===== src/rtl/core/bfha_pkg.sv =====
`timescale 1ns / 1ps
package bfha_pkg;
   localparam int WORD_BYTES    = 4;
   localparam int HEAP_WORDS    = 1024;
   localparam int TABLE_ENTRIES = 64;
   localparam int IDX_W   = $clog2(TABLE_ENTRIES);
   localparam int CNT_W   = $clog2(TABLE_ENTRIES + 1);
   localparam int LOC_W   = $clog2(HEAP_WORDS);
   localparam int WRD_W   = $clog2(HEAP_WORDS + 1);
   localparam int BYTES_W = 13;
   localparam int WB_SH   = $clog2(WORD_BYTES);

   typedef enum logic [2:0] {
      ST_ALLOCATED = 3'd0,
      ST_FULL      = 3'd1,
      ST_IN_USE    = 3'd2,
      ST_FREED     = 3'd3,
      ST_NOT_FOUND = 3'd4
   } status_type;

   localparam logic CMD_ALLOC = 1'b0;
   localparam logic CMD_FREE  = 1'b1;

   typedef struct packed {
      logic [LOC_W-1:0] start;
      logic [WRD_W-1:0] words;
   } region_type;

   typedef struct packed {
      logic [7:0]       handle;
      logic [LOC_W-1:0] start;
      logic [WRD_W-1:0] words;
   } alloc_type;
endpackage


===== src/rtl/core/bfha_free_mem.sv =====
`timescale 1ns / 1ps
module bfha_free_mem (
   input  logic                       clock,
   input  logic [bfha_pkg::IDX_W-1:0] rd_addr,
   output bfha_pkg::region_type       rd_data,
   input  logic                       wr_en,
   input  logic [bfha_pkg::IDX_W-1:0] wr_addr,
   input  bfha_pkg::region_type       wr_data
);
   import bfha_pkg::*;
   region_type mem [TABLE_ENTRIES];
   region_type rd_data_ff;

   always_ff @(posedge clock) begin
      if (wr_en) begin
         mem[wr_addr] <= wr_data;
      end
      rd_data_ff <= mem[rd_addr];
   end
   assign rd_data = rd_data_ff;
endmodule


===== src/rtl/core/bfha_alloc_mem.sv =====
`timescale 1ns / 1ps
module bfha_alloc_mem (
   input  logic                       clock,
   input  logic [bfha_pkg::IDX_W-1:0] rd_addr,
   output bfha_pkg::alloc_type        rd_data,
   input  logic                       wr_en,
   input  logic [bfha_pkg::IDX_W-1:0] wr_addr,
   input  bfha_pkg::alloc_type        wr_data
);
   import bfha_pkg::*;
   alloc_type mem [TABLE_ENTRIES];
   alloc_type rd_data_ff;

   always_ff @(posedge clock) begin
      if (wr_en) begin
         mem[wr_addr] <= wr_data;
      end
      rd_data_ff <= mem[rd_addr];
   end
   assign rd_data = rd_data_ff;
endmodule


===== src/rtl/core/best_fit_heap_allocator_unit.sv =====
`timescale 1ns / 1ps
// Channel | Direction | Handshake       | Words
// req     | in        | req_valid/stall | cmd, handle_id, size_bytes
// rsp     | out       | rsp_valid/stall | status, word_location, block_words
// One request at a time: a pass over each table, paced by the registered read port of its
// memory, a write-back state S_WB1 (and S_WB2 when a free merges on both sides), the result
// state S_RESP, then S_IDLE before the next request is accepted.
// A duplicate allocate or an unknown free skips the free pass and the write-back.
// Reset clears the valid bits at once and seeds free entry 0 with the whole heap.
// The result waits in an output register; req_stall is high until it is taken.
module best_fit_heap_allocator_unit (
   input  logic                          clock,
   input  logic                          reset,
   input  logic                          req_valid,
   output logic                          req_stall,
   input  logic                          req_cmd,
   input  logic [7:0]                    req_handle_id,
   input  logic [bfha_pkg::BYTES_W-1:0]  req_size_bytes,
   output logic                          rsp_valid,
   input  logic                          rsp_stall,
   output logic [2:0]                    rsp_status,
   output logic [bfha_pkg::LOC_W-1:0]    rsp_word_location,
   output logic [bfha_pkg::WRD_W-1:0]    rsp_block_words
);
   import bfha_pkg::*;

   typedef enum logic [2:0] {
      S_IDLE, S_ASCAN, S_FSCAN, S_WB1, S_WB2, S_RESP
   } state_type;

   state_type state_ff, state_in;
   logic [TABLE_ENTRIES-1:0] fvalid_ff, fvalid_in, avalid_ff, avalid_in;
   logic [IDX_W:0]   cnt_ff, cnt_in;       // issue counter, one past depth
   logic             rvld_ff, rvld_in;     // read data of last issue valid
   logic [IDX_W-1:0] ridx_ff, ridx_in;
   logic             cmd_ff, cmd_in;
   logic [7:0]       hnd_ff, hnd_in;
   logic [WRD_W:0]   need_ff, need_in;
   logic             hit_ff, hit_in;
   logic [IDX_W-1:0] aidx_ff, aidx_in;
   region_type       blk_ff, blk_in;       // live block (free) or best region
   logic             best_ff, best_in;
   logic [IDX_W-1:0] bidx_ff, bidx_in;
   logic             pred_ff, pred_in, succ_ff, succ_in;
   logic [IDX_W-1:0] pidx_ff, pidx_in, sidx_ff, sidx_in;
   region_type       preg_ff, preg_in;
   logic [WRD_W-1:0] swords_ff, swords_in;
   logic [2:0]       st_ff, st_in;
   logic [LOC_W-1:0] loc_ff, loc_in;
   logic [WRD_W-1:0] bw_ff, bw_in;
   logic             seed_ff, seed_in;

   logic [IDX_W-1:0] f_raddr, f_waddr, a_waddr;
   region_type       f_rdata, f_wdata;
   alloc_type        a_rdata, a_wdata;
   logic             f_we, a_we;

   bfha_free_mem u_free (.clock, .rd_addr(f_raddr), .rd_data(f_rdata),
      .wr_en(f_we), .wr_addr(f_waddr), .wr_data(f_wdata));
   bfha_alloc_mem u_alloc (.clock, .rd_addr(f_raddr), .rd_data(a_rdata),
      .wr_en(a_we), .wr_addr(a_waddr), .wr_data(a_wdata));

   logic             aslot_ok, fslot_ok;
   logic [IDX_W-1:0] aslot, fslot;
   always_comb begin
      aslot_ok = 1'b0; aslot = '0; fslot_ok = 1'b0; fslot = '0;
      for (int i = TABLE_ENTRIES - 1; i >= 0; i--) begin
         if (!avalid_ff[i]) begin aslot_ok = 1'b1; aslot = IDX_W'(i); end
         if (!fvalid_ff[i]) begin fslot_ok = 1'b1; fslot = IDX_W'(i); end
      end
   end

   logic [WRD_W:0]   wsum;
   logic [LOC_W+1:0] fend, bend;
   region_type       frd;
   always_comb begin
      state_in = state_ff; fvalid_in = fvalid_ff; avalid_in = avalid_ff;
      cnt_in = cnt_ff; rvld_in = 1'b0; ridx_in = cnt_ff[IDX_W-1:0];
      cmd_in = cmd_ff; hnd_in = hnd_ff; need_in = need_ff;
      hit_in = hit_ff; aidx_in = aidx_ff; blk_in = blk_ff;
      best_in = best_ff; bidx_in = bidx_ff; pred_in = pred_ff; succ_in = succ_ff;
      pidx_in = pidx_ff; sidx_in = sidx_ff; preg_in = preg_ff; swords_in = swords_ff;
      st_in = st_ff; loc_in = loc_ff; bw_in = bw_ff;
      seed_in = seed_ff;
      f_raddr = cnt_ff[IDX_W-1:0];
      f_we = 1'b0; f_waddr = '0; f_wdata = '0;
      a_we = 1'b0; a_waddr = aslot;
      a_wdata = '{handle: hnd_ff, start: blk_ff.start, words: need_ff[WRD_W-1:0]};
      // free entry 0 reads as the whole heap after reset until rewritten
      if (!fvalid_ff[ridx_ff]) begin
         frd = region_type'('0);
      end else if (seed_ff && ridx_ff == '0) begin
         frd = '{start: '0, words: WRD_W'(HEAP_WORDS)};
      end else begin
         frd = f_rdata;
      end
      fend = (LOC_W+2)'(frd.start) + (LOC_W+2)'(frd.words);
      bend = (LOC_W+2)'(blk_ff.start) + (LOC_W+2)'(blk_ff.words);
      wsum = '0;
      unique case (state_ff)
         S_IDLE: begin
            if (req_valid) begin
               cmd_in = req_cmd; hnd_in = req_handle_id;
               need_in = (WRD_W+1)'((req_size_bytes >> WB_SH)
                  + BYTES_W'((req_size_bytes & BYTES_W'(WORD_BYTES - 1)) != '0));
               hit_in = 1'b0; best_in = 1'b0; pred_in = 1'b0; succ_in = 1'b0;
               cnt_in = '0; state_in = S_ASCAN;
            end
         end
         S_ASCAN: begin
            if (cnt_ff != (IDX_W+1)'(TABLE_ENTRIES)) begin
               cnt_in = cnt_ff + 1'b1; rvld_in = 1'b1;
            end
            // lowest matching index wins; handles are unique anyway
            if (rvld_ff && avalid_ff[ridx_ff] && a_rdata.handle == hnd_ff && !hit_ff) begin
               hit_in = 1'b1; aidx_in = ridx_ff;
               blk_in = '{start: a_rdata.start, words: a_rdata.words};
            end
            if (cnt_ff == (IDX_W+1)'(TABLE_ENTRIES) && !rvld_ff) begin
               cnt_in = '0;
               if (cmd_ff == CMD_ALLOC && hit_in) begin
                  st_in = ST_IN_USE; loc_in = '0; bw_in = '0; state_in = S_RESP;
               end else if (cmd_ff == CMD_FREE && !hit_in) begin
                  st_in = ST_NOT_FOUND; loc_in = '0; bw_in = '0; state_in = S_RESP;
               end else begin
                  state_in = S_FSCAN;
               end
            end
         end
         S_FSCAN: begin
            if (cnt_ff != (IDX_W+1)'(TABLE_ENTRIES)) begin
               cnt_in = cnt_ff + 1'b1; rvld_in = 1'b1;
            end
            if (rvld_ff && fvalid_ff[ridx_ff]) begin
               if (cmd_ff == CMD_ALLOC) begin
                  if ((WRD_W+1)'(frd.words) >= need_ff && (!best_ff
                      || frd.words < blk_ff.words
                      || (frd.words == blk_ff.words && frd.start < blk_ff.start))) begin
                     best_in = 1'b1; bidx_in = ridx_ff; blk_in = frd;
                  end
               end else if (fend == (LOC_W+2)'(blk_ff.start)) begin
                  pred_in = 1'b1; pidx_in = ridx_ff; preg_in = frd;
               end else if ((LOC_W+2)'(frd.start) == bend) begin
                  succ_in = 1'b1; sidx_in = ridx_ff; swords_in = frd.words;
               end
            end
            if (cnt_ff == (IDX_W+1)'(TABLE_ENTRIES) && !rvld_ff) begin
               state_in = S_WB1;
            end
         end
         S_WB1: begin
            state_in = S_RESP;
            if (cmd_ff == CMD_ALLOC) begin
               if (need_ff == '0 || !best_ff || !aslot_ok) begin
                  st_in = ST_FULL; loc_in = '0; bw_in = '0;
               end else begin
                  a_we = 1'b1; avalid_in[aslot] = 1'b1;
                  st_in = ST_ALLOCATED; loc_in = blk_ff.start;
                  bw_in = need_ff[WRD_W-1:0];
                  f_we = 1'b1; f_waddr = bidx_ff;
                  if ((WRD_W+1)'(blk_ff.words) == need_ff) begin
                     fvalid_in[bidx_ff] = 1'b0;
                  end else begin
                     f_wdata.start = blk_ff.start + LOC_W'(need_ff);
                     f_wdata.words = blk_ff.words - need_ff[WRD_W-1:0];
                  end
               end
            end else begin
               avalid_in[aidx_ff] = 1'b0;
               st_in = ST_FREED; loc_in = blk_ff.start; bw_in = blk_ff.words;
               f_we = 1'b1;
               if (pred_ff) begin
                  f_waddr = pidx_ff;
                  wsum = (WRD_W+1)'(preg_ff.words) + (WRD_W+1)'(blk_ff.words)
                     + (succ_ff ? (WRD_W+1)'(swords_ff) : '0);
                  f_wdata = '{start: preg_ff.start, words: wsum[WRD_W-1:0]};
                  if (succ_ff) state_in = S_WB2;
               end else if (succ_ff) begin
                  f_waddr = sidx_ff;
                  wsum = (WRD_W+1)'(swords_ff) + (WRD_W+1)'(blk_ff.words);
                  f_wdata = '{start: blk_ff.start, words: wsum[WRD_W-1:0]};
               end else if (fslot_ok) begin
                  f_waddr = fslot; f_wdata = blk_ff; fvalid_in[fslot] = 1'b1;
               end else begin
                  f_we = 1'b0;  // drop words, no room
               end
            end
         end
         S_WB2: begin
            fvalid_in[sidx_ff] = 1'b0; state_in = S_RESP;
         end
         S_RESP: begin
            if (!rsp_stall) state_in = S_IDLE;
         end
         default: state_in = S_IDLE;
      endcase
      // drop the seed once entry 0 is written
      if (f_we && f_waddr == '0) seed_in = 1'b0;
   end

   always_ff @(posedge clock) begin
      if (reset) begin
         state_ff <= S_IDLE;
         fvalid_ff <= TABLE_ENTRIES'(1);
         avalid_ff <= '0;
         rvld_ff <= 1'b0;
         cnt_ff <= '0;
         seed_ff <= 1'b1;
      end else begin
         state_ff <= state_in;
         fvalid_ff <= fvalid_in;
         avalid_ff <= avalid_in;
         rvld_ff <= rvld_in;
         cnt_ff <= cnt_in;
         seed_ff <= seed_in;
      end
      ridx_ff <= ridx_in; cmd_ff <= cmd_in; hnd_ff <= hnd_in; need_ff <= need_in;
      hit_ff <= hit_in; aidx_ff <= aidx_in;
      if (reset) blk_ff <= '0; else blk_ff <= blk_in;
      best_ff <= best_in; bidx_ff <= bidx_in; pred_ff <= pred_in; succ_ff <= succ_in;
      pidx_ff <= pidx_in; sidx_ff <= sidx_in; preg_ff <= preg_in; swords_ff <= swords_in;
      st_ff <= st_in; loc_ff <= loc_in; bw_ff <= bw_in;
   end

   assign req_stall = (state_ff != S_IDLE);
   assign rsp_valid = (state_ff == S_RESP);
   assign rsp_status = st_ff;
   assign rsp_word_location = loc_ff;
   assign rsp_block_words = bw_ff;

   assert property (@(posedge clock) disable iff (reset)
      (state_ff == S_WB1 && cmd_ff == CMD_ALLOC && st_in == ST_ALLOCATED)
         |=> $countones(avalid_ff) == $countones($past(avalid_ff)) + 1)
      else $error("allocate did not take one slot");
   assert property (@(posedge clock) disable iff (reset)
      rsp_valid && rsp_stall |=> rsp_valid && $stable(rsp_status))
      else $error("result changed while held");
   assert property (@(posedge clock) disable iff (reset)
      (state_ff == S_WB1 && cmd_ff == CMD_FREE) |=> !avalid_ff[$past(aidx_ff)])
      else $error("freed handle still live");
endmodule

===== config.mk =====
export PLATFORM = sky130hd
export DESIGN_NAME = best_fit_heap_allocator_unit
export DESIGN_NICKNAME = d
export VERILOG_FILES = /design/src/rtl/core/bfha_pkg.sv /design/src/rtl/core/bfha_free_mem.sv /design/src/rtl/core/bfha_alloc_mem.sv /design/src/rtl/core/best_fit_heap_allocator_unit.sv
export SDC_FILE = /design/constraint.sdc
export NUM_CORES = 2
export LEC_CHECK = 0
export BUFFER_PORTS_ARGS = -buffer_cell sky130_fd_sc_hd__buf_2
export CAP_MARGIN = 10
export CORE_AREA = 2 2 390 683
export CTS_CLUSTER_DIAMETER = 200
export DETAILED_ROUTE_END_ITERATION = 7
export DIE_AREA = 0 0 392 685
export PLACE_DENSITY = 0.67
export REMOVE_ABC_BUFFERS = 1
export SYNTH_ARGS = -nofsm -noshare
export SYNTH_HDL_FRONTEND = slang
export SYNTH_SLANG_ARGS = --single-unit

===== constraint.sdc =====
create_clock -name clock -period 8.1 [get_ports clock]
set_input_delay 1.215 -clock clock [delete_from_list [all_inputs] [get_ports clock]]
set_output_delay 1.215 -clock clock [all_outputs]
set_load 0.05 [all_outputs]

# --- After elaboration in Yosys (flattened, before gate mapping) ---
# Memories as Yosys holds them, arrays and structs flattened. A register that Yosys moved wholly into a read port is not among the register bits.
# Cells that the tools add are included.
# Widths: inputs -> output; s select.
totals:
  reg_bits: 272
  ram_bits: 3200
  word_cells: 509
  memories: 2
  inputBits: 26
memory_table:
  columns: ["memory", "depth", "word_bits", "read_ports", "rd_ports_with_merged_regs", "wr", "line", "text"]
  rows:
  - ["u_alloc.mem", 64, 29, 1, 1, 1, "bfha_alloc_mem.sv:11", "alloc_type mem [TABLE_ENTRIES];"]
  - ["u_free.mem", 64, 21, 1, 1, 1, "bfha_free_mem.sv:11", "region_type mem [TABLE_ENTRIES];"]
op_classes:
  eq_ne: 31
  magnitude_cmp: 14
  n_mux: 362
  n_reduce_logical: 54
  addsub: 9
  bitwise_logic: 11
ops:
  columns: ["op", "n"]
  rows:
  - ["$mux 6", 134]
  - ["$mux 64", 8]
  - ["$mux 21", 13]
  - ["$and 64x64->64", 3]
  - ["$not 64->64", 3]
  - ["$mux 1", 165]
  - ["$or 64x64->64", 2]
  - ["$pmux 64 s2", 1]
  - ["$mux 11", 6]
  - ["$mux 10", 5]
  - ["$lt 6x7->1 const B", 6]
  - ["$pmux 21 s2", 1]
  - ["$add 11x11->11", 3]
  - ["$demux 1 s6", 5]
  - ["$ge 6x1->1 const B", 5]
  - ["$mux 3", 10]
  - ["$ne 2x2->1 const B", 13]
  - ["$add 10x11->12", 2]
  - ["$pmux 11 s2", 1]
  - ["$mux 7", 3]
  - ["$pmux 7 s3", 1]
  - ["$pmux 10 s2", 1]
  - ["$reduce_and 5->1", 4]
  - ["$ne 3x3->1 const B", 6]
  - ["other kinds (36)", 80]

# --- Longest topological paths before layout ---
depth:
  depth_word: 74
  depth_mapped: 23
  mapped_depth_nobuf: 19

# --- By module ---
# Synthesis repeated with hierarchy kept, for this count alone.
hier_totals:
  hier_cells: 7586
  hier_area_um2: 142417.8
by_module_without_submodules:
  columns: ["module", "instances", "cells_per_inst", "area_each_um2"]
  rows:
  - ["bfha_alloc_mem", 1, 3216, 71542.4]
  - ["bfha_free_mem", 1, 2190, 51717.1]
  - ["best_fit_heap_allocator_unit", 1, 2180, 19158.4]

# --- Worst setup path before layout ---
# Ideal clock, no wire load.
synth_timing:
  kind: "register to register"
  from: "reg ridx_ff[0]"
  to: "reg pidx_ff[0], enable pin"
  required_time_ns: 7.655
  setup_slack_ns: 1.784
  setup_ns: 0.445
  stages_incl_launch_ff: 20
  period_less_slack_ns: 6.316
  arrival_ns: 5.871
  path_buffers: 3
  path_cell_list: "dfxtp_1 > buf_6 > mux4_2 > a22oi_2 > o21a_1 > nand3_1 > a31o_1 > buf_2 > clkbuf_1 > nand2_1 > inv_1 > ha_1 > fa_1 > a211oi_1 > o21ai_0 > a21oi_1 > xnor2_1 > nand4_1 > or4_1 > nor3_1"
synth_rtl:
  columns: ["element", "line", "text"]
  rows:
  - ["from (decl)", "best_fit_heap_allocator_unit.sv:35", "logic [IDX_W-1:0] ridx_ff, ridx_in;"]
  - ["from (signal assigned)", "best_fit_heap_allocator_unit.sv:217", "ridx_ff <= ridx_in; cmd_ff <= cmd_in; hnd_ff <= hnd_in; need_ff <= need_in;"]
  - ["to (signal assigned)", "best_fit_heap_allocator_unit.sv:221", "pidx_ff <= pidx_in; sidx_ff <= sidx_in; preg_ff <= preg_in; swords_ff <= swords_in;"]
  - ["to (decl)", "best_fit_heap_allocator_unit.sv:45", "logic [IDX_W-1:0] pidx_ff, pidx_in, sidx_ff, sidx_in;"]

==> impl_summary.txt <==
----------------------------------------------------
[Synthesis]
  Area share of the largest cell type after synthesis ... 70.2%
  Register area share after synthesis ... 73.2%
  Post-Synthesis Cells ... 7,000
  Post-synthesis cell type count ... 82
  Most area-consuming cells after synthesis ... sky130_fd_sc_hd__edfxtp_1 (70%), sky130_fd_sc_hd__mux4_2 (17%), sky130_fd_sc_hd__dfxtp_1 (3.1%), sky130_fd_sc_hd__ha_1 (0.84%), sky130_fd_sc_hd__clkbuf_1 (0.74%)
  Count of yosys warnings during synthesis ... 0
  Most used flip-flop cell after synthesis ... sky130_fd_sc_hd__edfxtp_1
  Share of synthesized registers carrying an async set or reset ... 0%
  Number of synthesized flops with an enable pin ... 3,305
  Post-synthesis average cell area ... 20.2 um^2
  Area of the mapped netlist ... 141,000 um^2
  Library cell with the largest summed area after synthesis ... sky130_fd_sc_hd__edfxtp_1
  Register bit total from synthesis ... 3,522

[Power and ir drop]
  Total power ... 41.7 mW
  Leak Pwr ... 43.6 nW
  Internal power component ... 31.4 mW
  Maximum vdd drop ... 0.000251 V
  Register share of total power ... 49.3%
  Sw Pwr ... 10.4 mW
  Part of the total power dissipated in combinational logic ... 14.1%
  Total power divided by cell area ... 264 nW/um^2
  Clk network pwr share ... 36.5%
  Switching share of power ... 24.8%

[Clocking]
  Post-CTS setup buffer count ... 0
  Longest Clk Path Bufs ... 4
  Maximum level of the CTS H-tree ... 5
  Clock tree from TritonCTS ... done
  Insertion delay of the later-clocked pin in the worst-skew pair ... 910 ps
  Post-CTS resize count ... 0
  Cts hold-fix bufs ... 0
  Clk pin slew, worst setup/hold paths ... 70 ps
  Count of clock tree sinks ... 3,522
  Total clock buffers created by CTS ... 318
  Root cell of the clock tree ... sky130_fd_sc_hd__clkbuf_16

[STA]
  Minimum hold slack ... 498 ps
  Pins Over Slew Limit ... 0
  Setup violators final ... 0
  Maximum achievable frequency ... 156 MHz
  Actual transition at the worst max-transition pin ... 1380 ps
  Post-layout min period ... 6430 ps
  Worst slew margin relative to its limit ... 7.42%
  Unrepaired setup endpoints after global routing ... false
  Final Hold Viols ... 0
  Maximum clock skew at final layout ... 73.6 ps
  Final period util ... 79.3%

[Route]
  Detailed-route via count ... 71,900
  DRT iter0 DRCs ... 7,246
  Length of the first detailed-routing pass in iterations ... 8
  Number of nets with antenna violations after routing ... 0
  DR DRC count ... 0
  Total wirelength of the detailed-routed design ... 386,000 um
  Number of vias per cell after detailed routing ... 6.50
  Routed length per instance ... 34.9 um

[Placement]
  DP Cell Count ... 10,500
  Port bufs ... 51
  Routability cong. ... 0.939
  Dpl hpwl ... 239,000 um

[Worst setup path]
  Nature of the critical path startpoint ... flip-flop
  Ordered cell list for the critical path ... buf_4 > mux2i_1 > a22oi_1 > nand4_1 > nand3_1 > a31o_1 > buf_4 > and2_1 > ha_1 > nand3_1 > o211a_1 > a221oi_1 > mux2i_1 > o22a_1 > o32ai_1 > mux2i_1 > nor2_1 > nor4_2 > nor2b_1 > buf_4
  CP max stage cell ... sky130_fd_sc_hd__dfxtp_2
  Biggest fanout along the worst timing path ... 23
  Worst setup path startpoint ... ridx_ff[1]
  Crit end category ... flip-flop
  Data arrival time of the worst path ... 6950 ps
  Cell class contributing the biggest share of worst-path delay ... compound AO/OA/AOI/OAI gates
  WS Path Type ... reg2reg
  Critical path buffers and inverters ... 3
  Reg-to-Reg Start ... ridx_ff[1]
  CP required ... 8630 ps
  Maximum cell stage delay along the critical path ... 760 ps

[Global routing]
  Maximum number of pins on one net before global-route repair ... 145
  Total grt overflow ... 0
  Via count of the first global-routing pass ... 74,000
  Overall fraction of global-route tracks in use ... 29.0%
  Wire length of the first global-routing pass ... 547,000 um
  Number of antenna violations at the first check in global routing ... 27

[Min path]
  Worst hold path startpoint ... req_handle_id[7]
  Type of the tightest min-delay check ... in2reg

[Floorplan]
  Die Span Y ... 685 um
  Initial Util ... 53.7%
  DIE WIDTH ... 392 um
  Core Box Area ... 263,000 um^2
  Io pins ... 52
  Std-Cell Rows ... 250
  Die Area ... 269,000 um^2

[Final layout]
  Finished Layout Cells ... 11,100
  Share of layout cells above drive strength 1 ... 26.8%
  Leading cell type in the layout, fill and taps excluded ... sky130_fd_sc_hd__edfxtp_1
  Area overhead of the layout relative to synthesis ... 11.8%
  Nets ... 7,401
  Top library cells by usage in the layout, fill and taps aside ... sky130_fd_sc_hd__edfxtp_1 (3,305), sky130_fd_sc_hd__mux4_2 (1,048), sky130_fd_sc_hd__clkbuf_16 (324)

[Flow run]
  Max-cap violation count ... 0

[Status]
  Outcome ... completed

----------------------------------------------------
-- worst register-to-register path, delay by kind of cell, from the launching register on --
| family | cells | cell delay [ps] |
|---|---|---|
| buffers and inverters | 3 | 1060 |
| adders and majority gates | 1 | 300 |
| DFF | 1 | 760 |
| AOI/OAI and AO/OA | 6 | 1880 |
| and+or+nand+nor | 7 | 1420 |
| muxes | 3 | 640 |
-- final cells by class --
cell class              count  area, um^2
inverters                 107         402
clock buffers             398        8450
fillers                 18800      105000
flip-flops and latches   3522      104000
clock inverters           175        1900
well taps                3528        4410
diodes                     21        52.6
repair buffers            303        2360
multi-input cells        3012       37000
-- through the flow --
stage	cell area, um^2	util, %	setup slack, ps	TNS [ps]
6_report	158000	60.0	1670	0
5_1_grt	158000	60.0	1340	0
4_1_cts	158000	60.0	1670	0
3_5_place_dp	148000	56.1	1710	0
3_3_place_gp	148000	56.1	1680	0
2_1_floorplan	140000	-	-26970	-2293950
-- power by group through the flow --
stage	logic [mW]	clock network [mW]	registers [mW]
finish	5.89	15.2	20.6
global route	6.27	16.1	20.6
CTS	5.99	15.5	20.6
detailed placement	5.99	0	21.0
global placement	5.91	0	21.0
floorplan	3.38	0	21.4
-- Yosys cell counts, types with 9 or more instances --
master and instances:
sky130_fd_sc_hd__edfxtp_1 3305, sky130_fd_sc_hd__mux4_2 1048, sky130_fd_sc_hd__clkbuf_1 280, sky130_fd_sc_hd__nor2_1 268
sky130_fd_sc_hd__nand2_1 236, sky130_fd_sc_hd__dfxtp_1 217, sky130_fd_sc_hd__o21ai_0 200, sky130_fd_sc_hd__a21oi_1 148
sky130_fd_sc_hd__inv_1 105, sky130_fd_sc_hd__ha_1 95, sky130_fd_sc_hd__nor2b_1 72, sky130_fd_sc_hd__nand3_1 70
sky130_fd_sc_hd__a211oi_1 69, sky130_fd_sc_hd__buf_1 64, sky130_fd_sc_hd__nand4_1 57, sky130_fd_sc_hd__xnor2_1 57
sky130_fd_sc_hd__mux2i_1 54, sky130_fd_sc_hd__o22ai_1 52, sky130_fd_sc_hd__and2_1 51, sky130_fd_sc_hd__a22oi_1 32
sky130_fd_sc_hd__a31oi_1 30, sky130_fd_sc_hd__o31ai_1 30, sky130_fd_sc_hd__nand2b_1 29, sky130_fd_sc_hd__nor3_1 29
sky130_fd_sc_hd__a21o_1 28, sky130_fd_sc_hd__xor2_1 28, sky130_fd_sc_hd__nand3b_1 23, sky130_fd_sc_hd__or3_1 22
sky130_fd_sc_hd__o2bb2ai_1 19, sky130_fd_sc_hd__or2_2 17, sky130_fd_sc_hd__and3_1 16, sky130_fd_sc_hd__fa_1 16
sky130_fd_sc_hd__o21a_1 15, sky130_fd_sc_hd__a221oi_1 13, sky130_fd_sc_hd__and4_1 13, sky130_fd_sc_hd__nor4_1 13
sky130_fd_sc_hd__o21bai_1 13, sky130_fd_sc_hd__a211o_1 11, sky130_fd_sc_hd__a222oi_1 11, sky130_fd_sc_hd__o221ai_1 11
sky130_fd_sc_hd__buf_2 10, sky130_fd_sc_hd__o22a_1 9
-- sequential cells by signal (all words and copies together), names as in the netlist, 11 cells and up --
register         flops
avalid_ff           64
blk_ff              11
fvalid_ff           64
need_ff             12
preg_ff             21
rsp_block_words     11
swords_ff           11
u_alloc.mem       1856
u_alloc.rd_data     29
u_free.mem        1344
u_free.rd_data      21
-- logic make-up after synthesis --
kind of cell | after synthesis | share of synthesized area [%]
fa+ha+maj | 111 | 1.07
simple gates | 947 | 3.30
xor+xnor | 85 | 0.526
compound gates | 766 | 3.52
flops | 3522 | 73.2
buf+inv | 466 | 1.27
mux | 1103 | 17.1
-- path summary, 6_finish.rpt --
check                      to  slack (ps)  cells past startpoint
setup / recovery   sidx_ff[5]        1670                     20
hold / removal      hnd_ff[7]         500                      1
setup reg to reg   sidx_ff[5]        1670                     20
hold reg to reg   a_wdata[19]         510                      2
-- routing by layer --
layer  wire length [um]  GRT usage, %
met3              23600          4.03
met1             134000          34.5
met5                 49             0
met2             208000          51.9
met4              20900          13.8
(Power assumes the default switching activity.)
